**config.mk**
```make
export PLATFORM = sky130hd
export DESIGN_NAME = aes_rtu_key_store
export DESIGN_NICKNAME = d
export VERILOG_FILES = /design/src/hw/rtl/aes_rtu_key_store.sv
export SDC_FILE = /design/constraint.sdc
export NUM_CORES = 2
export LEC_CHECK = 0
export ABC_CLOCK_PERIOD_IN_PS = 4050
export BUFFER_PORTS_ARGS = -buffer_cell sky130_fd_sc_hd__buf_2
export CAP_MARGIN = 15
export CORE_UTILIZATION = 65
export CTS_BUF_LIST = sky130_fd_sc_hd__clkbuf_4
export DETAILED_ROUTE_END_ITERATION = 8
export GPL_TIMING_DRIVEN = 0
export PLACE_DENSITY = 0.82
export SYNTH_ARGS = -nofsm -noshare
export SYNTH_HDL_FRONTEND = slang
export SYNTH_SLANG_ARGS = --single-unit
```
**constraint.sdc**
```tcl
create_clock -name clk_i -period 4.05 [get_ports clk_i]
set_input_delay 0.81 -clock clk_i [delete_from_list [all_inputs] [get_ports clk_i]]
set_output_delay 0.81 -clock clk_i [all_outputs]
set_load 0.005 [all_outputs]
```
**src/hw/rtl/aes_rtu_key_store.sv**
```systemverilog
// Round key schedule memory with one write port and one registered row read.
`timescale 1ns / 1ps
module aes_rtu_key_store #(
  parameter int KEY_WORDS = 60
) (
  input  logic         clk_i,
  input  logic         wr_en_i,
  input  logic [5:0]   wr_idx_i,
  input  logic [31:0]  wr_data_i,
  input  logic [3:0]   rd_round_i,
  output logic [127:0] rd_key_o
);
  localparam int Rows = (KEY_WORDS + 3) / 4;

  // Four word banks, one per column, so all four words of a round are read together.
  logic [31:0] mem_q [4][Rows];
  logic [3:0]  rd_valid_q;
  logic [31:0] rd_word_q [4];

  always_ff @(posedge clk_i) begin
    if (wr_en_i && (int'(wr_idx_i) < KEY_WORDS)) begin
      mem_q[wr_idx_i[1:0]][wr_idx_i[5:2]] <= wr_data_i;
    end
  end

  for (genvar c = 0; c < 4; c++) begin : g_col
    always_ff @(posedge clk_i) begin
      rd_valid_q[c] <= (int'(rd_round_i) * 4 + c) < KEY_WORDS;
      rd_word_q[c]  <= mem_q[c][rd_round_i];
    end
    assign rd_key_o[127-32*c -: 32] = rd_valid_q[c] ? rd_word_q[c] : 32'h0;
  end
endmodule

```
Word level (Yosys, flattened, before mapping):

Memory sizes are Yosys's and may differ from the RTL's.
Cells that the tools add are included.

* $add $sub $neg: 3
* $lt $le $gt $ge: 8
* muxes and demuxes: 20
* bitwise logic cells: 2
* reductions and logical operators: 2

Operators with widths (count)
* binary-select mux 32 bit (select 4 bit): 4
* two-way mux 480 bit: 1
* two-way mux 32 bit: 13
* demux 32 bit (select 4 bit): 1
* < comparator 7 x 6 -> 1 bit (second input constant): 3
* adder 6 x 2 -> 7 bit (second input constant): 2
* < comparator 6 bit (second input constant): 2
* greater-or-equal comparator 5 bit (second input constant): 2
* NOT 4 -> 5 bit: 2
* adder 6 x 1 -> 7 bit (second input constant): 1
* < comparator 5 x 1 -> 1 bit (second input constant): 1
* logical AND 1 bit: 2
* two-way mux 1 bit: 1

* register bits: 4
* bits in writable memories: 2048
* output and inout bits: 128
* memories: 2

Memories
* mem_q: words 4, bits a word 480, read ports 4, clocked after Yosys merged registers in 0, write ports 1, line 16 `logic [31:0] mem_q [4][Rows];`
* rd_word_q: words 4, bits a word 32, read ports 4, clocked after Yosys merged registers in 0, write ports 4, line 18 `logic [31:0] rd_word_q [4];`

Depth between registers and ports, before layout:

* depth in word-level cells: 6
* mapped depth: 7
* mapped depth without buffers: 3

Least setup slack after synthesis:

OpenSTA, ideal clock, no wires.

* kind: input port to flip-flop
* from: in wr_idx_i[1]
* to: mem mem_q[0][416] in the netlist's numbering, enable pin
* data arrival time: 2824 ps
* setup slack: 805 ps
* cell stages on the path: 4
* buffers on the path: 2
* cell sequence: or2_2 -> clkbuf_1 -> clkbuf_1 -> nor2_1

* cells in the longest elaborated chain, start to end: 4

Ends and longest elaborated chain
* start, declared: line 8 `input logic [5:0] wr_idx_i,`
* < comparator 6 bit: line 21 `if (wr_en_i && (int'(wr_idx_i) < KEY_WORDS)) begin`
* logical AND 1 bit: line 21
* two-way mux 1 bit: line 21
* two-way mux 480 bit (implied by the code): line 22 `mem_q[wr_idx_i[1:0]][wr_idx_i[5:2]] <= wr_data_i;`
* end, declared: line 16

Several ways; a longest one is shown, not always the timed one.

==> results.ini <==
[place]
dp.cells=5402
dp_hpwl_um=121000
placed_area_mm2=0.0824
gp_congestion=0.867
portBuffers=168

[yosys]
yosysSeqAreaShare_pct=77.7
avgSynthCellArea_um2=21.4
syn_area_mm2=0.0775
ys_ff_latch=2050
syn_inst=3625
synth_warnings=0
yosysTopAreaCell=edfxtp_1
synth_top_area_share_pct=74.4
synth_area_leaders=edfxtp_1 74%, mux4_2 11%, mux2i_1 5.0%, dfxtp_1 3.4%, a22oi_1 1.2%
yosysUniqueCellTypes=25
syn-num-nets=3669

[setup_path]
reg2reg_depth=3
critPathRequiredTime_ps=3240
worst_ep_arrival_time_ps=3130
cp-start-kind=flip-flop
cp_max_fo=10
worstSetupPathType=reg -> out
cp-end-kind=output pin

[global_route]
grt_first_pass_wirelength_um=284000
grt_max_degree=61
grt_antenna_before_repair=20
grt_pass1_vias=42534
grt_usage_pct=33.6
grt_overflow=0

[floorplan]
initial_core_util_pct=65.6
fp.coreArea_mm2=0.118
die_area_mm2=0.121
die_h_um=347
fp-row-count=126
pin_count=172
die_w_um=347

[clocking]
htreeDepth=5
cts_sinks=2050
max-clock-path-buffers=4
clock_latency_ps=1370
numCtsBuffers=492
postCtsSetupRepairBufs=0
cts_root_buffer=clkbuf_4
clkTransAtPathRegs_ps=100
cts_tree=done

[sta]
rsz0062_at_grt=no
slew_headroom_pct=9.63
hold_viol_final=0
fmaxAchievable_ghz=0.254
skew_ps=93.2
maxSlewViolCount=0
tightest_slew_ps=1360
final-setup-viol-count=0
min_period_over_period_pct=97.2
period_needed_ps=3940
worst_hold_slack_ps=70.9

[power]
p_clk_share_pct=39.7
seqPwrFrac_pct=54.6
leakage_nw=30.2
switching_share_pct=23.0
p_sw_w=0.00990
comb_power_share_pct=5.7
peakVddDrop_mv=0.321
power.internal_w=0.0331
cellPowerDensity_mw_per_mm2=481

[finish]
syn2layout_area_growth_pct=15.2
seqCellArea_mm2=0.0603
fill_cells=6025
fin_nets=4445
final_area_mm2=0.0893
drive_gt1_share_pct=32.8
multiInputGateArea_mm2=0.0165
fin_cells=6345

[drt]
wire_per_inst_um=32.3
wl_um=205000
drc=0
drtIter0Drc=5838
ant_nets=0
dr.pass1.iters=6
num_vias=41828
avgViaCountPerCell=6.59

[job]
drv_cap=0

[status]
status=finished clean

[worst_hold_path]
hold_class=in -> reg
min_path_cells=1

[cells in the final DEF, fill, tap and decap left out, types with 2 or more instances in the layout]
cell	n
buf_8	21
nand2b_1	130
nand3_1	3
nand4_1	2
buf_2	218
mux4_2	384
dlygate4sd3_1	23
buf_16	28
buf_4	3
buf_12	58
clkbuf_1	101
clkinv_2	11
and3b_1	2
mux2i_1	384
o21ai_1	128
nor2_1	2
nor2b_1	3
and2_1	128
clkbuf_2	2
bufinv_16	5
nand2_1	13
dfxtp_1	129
buf_1	12
clkbuf_4	752
clkinvlp_4	2
nor2_4	60
inv_2	5
clkinv_1	111
buf_6	19
edfxtp_1	1920
diode_2	17
a22oi_1	128
[through the flow]
stage / worst slack, ps / total power, W / TNS, ps / util, %
global route: 0.554 / 0.0442 / 0 / 75.6
global placement: -1130 / 0.0261 / -1038460 / 68.0
finish: 114 / 0.0430 / 0 / 75.6
CTS: 67.0 / 0.0429 / 0 / 75.2
floorplan: 805 / 0.0251 / 0 / -
detailed placement: -437 / 0.0263 / -13900 / 69.8
[power groups by stage]
| stage | Sequential, W | Clock (W) | Combinational, W |
|---|---|---|---|
| after floorplan | 0.0239 | 0 | 0.00124 |
| after global placement | 0.0239 | 0 | 0.00218 |
| after detailed placement | 0.0239 | 0 | 0.00234 |
| after CTS | 0.0235 | 0.0170 | 0.00238 |
| after global routing | 0.0235 | 0.0181 | 0.00255 |
| final | 0.0235 | 0.0170 | 0.00246 |
[worst paths after layout]
check | start | end | slack [ps]
setup / recovery | rd_valid_q[1]$_DFF_P_ | rd_key_o[30] | 110
hold / removal | wr_data_i[4] | mem_q[2][196]$_DFFE_PP_ | 70
setup reg to reg | mem_q[1][218]$_DFFE_PP_ | rd_word_q[1][26]$_DFF_P_ | 2410
hold reg to reg | mem_q[0][397]$_DFFE_PP_ | rd_word_q[0][13]$_DFF_P_ | 660
[worst max-delay path, cell delays in order, from the launching register on]
cell,delay (ps)
dfxtp_4,550
clkbuf_1,720
and2_1,360
buf_2,160
[layout make-up]
class	count	area share, %
Multi-Input combinational cell	1370	18.5
Clock buffer	751	6.31
Buffer	204	1.32
Clock inverter	134	0.740
Inverter	1	0.00420
Tap cell	1536	2.15
Antenna cell	17	0.0476
Sequential cell	2050	67.5
Timing Repair Buffer	282	3.44
[sequential cells by signal, indices dropped and copies added (netlist names)]
signal      flops
mem_q        1920
rd_word_q     128
rd_valid_q      2
[timing repair]
item                                    CTS  global route
hold buffers                             12            11
endpoints found under the hold margin   218           149
endpoints found under the setup margin   56             0
resized for setup                         5             0
[synthesized netlist by cell type (all sizes together)]
| cell | number |
|---|---|
| edfxtp | 1920 |
| mux2i | 384 |
| mux4 | 384 |
| dfxtp | 130 |
| nand2b | 130 |
| a22oi | 128 |
| and2 | 128 |
| o21ai | 128 |
| clkbuf | 104 |
| buf | 100 |
| nor2 | 62 |
| nand2 | 13 |
| nand3 | 3 |
| nor2b | 3 |
| and3b | 2 |
| nand4 | 2 |
| and3 | 1 |
| inv | 1 |
| nor3b | 1 |
| or2 | 1 |
[per-layer routing]
metal / routed length (um) / global-route usage [%] / vias to the layer above
li1: - / - / 16744
met1: 66800 / 42.9 / 20961
met2: 98700 / 52.8 / 3468
met3: 27700 / 10.2 / 641
met4: 11500 / 17.5 / 14
met5: 76 / 0 / -
[kinds of logic (layout without fill, tap and decap cells)]
| logic type | Yosys count | in the layout | share of synthesized area, % |
|---|---|---|---|
| DFF | 2050 | 2050 | 77.7 |
| AOI/OAI and AO/OA | 256 | 256 | 2.07 |
| other | 0 | 17 | 0 |
| and+or+nand+nor | 346 | 346 | 2.55 |
| buffers and inverters | 205 | 1372 | 1.52 |
| muxes | 768 | 768 | 16.1 |
Power figures use the tool's default switching activity.
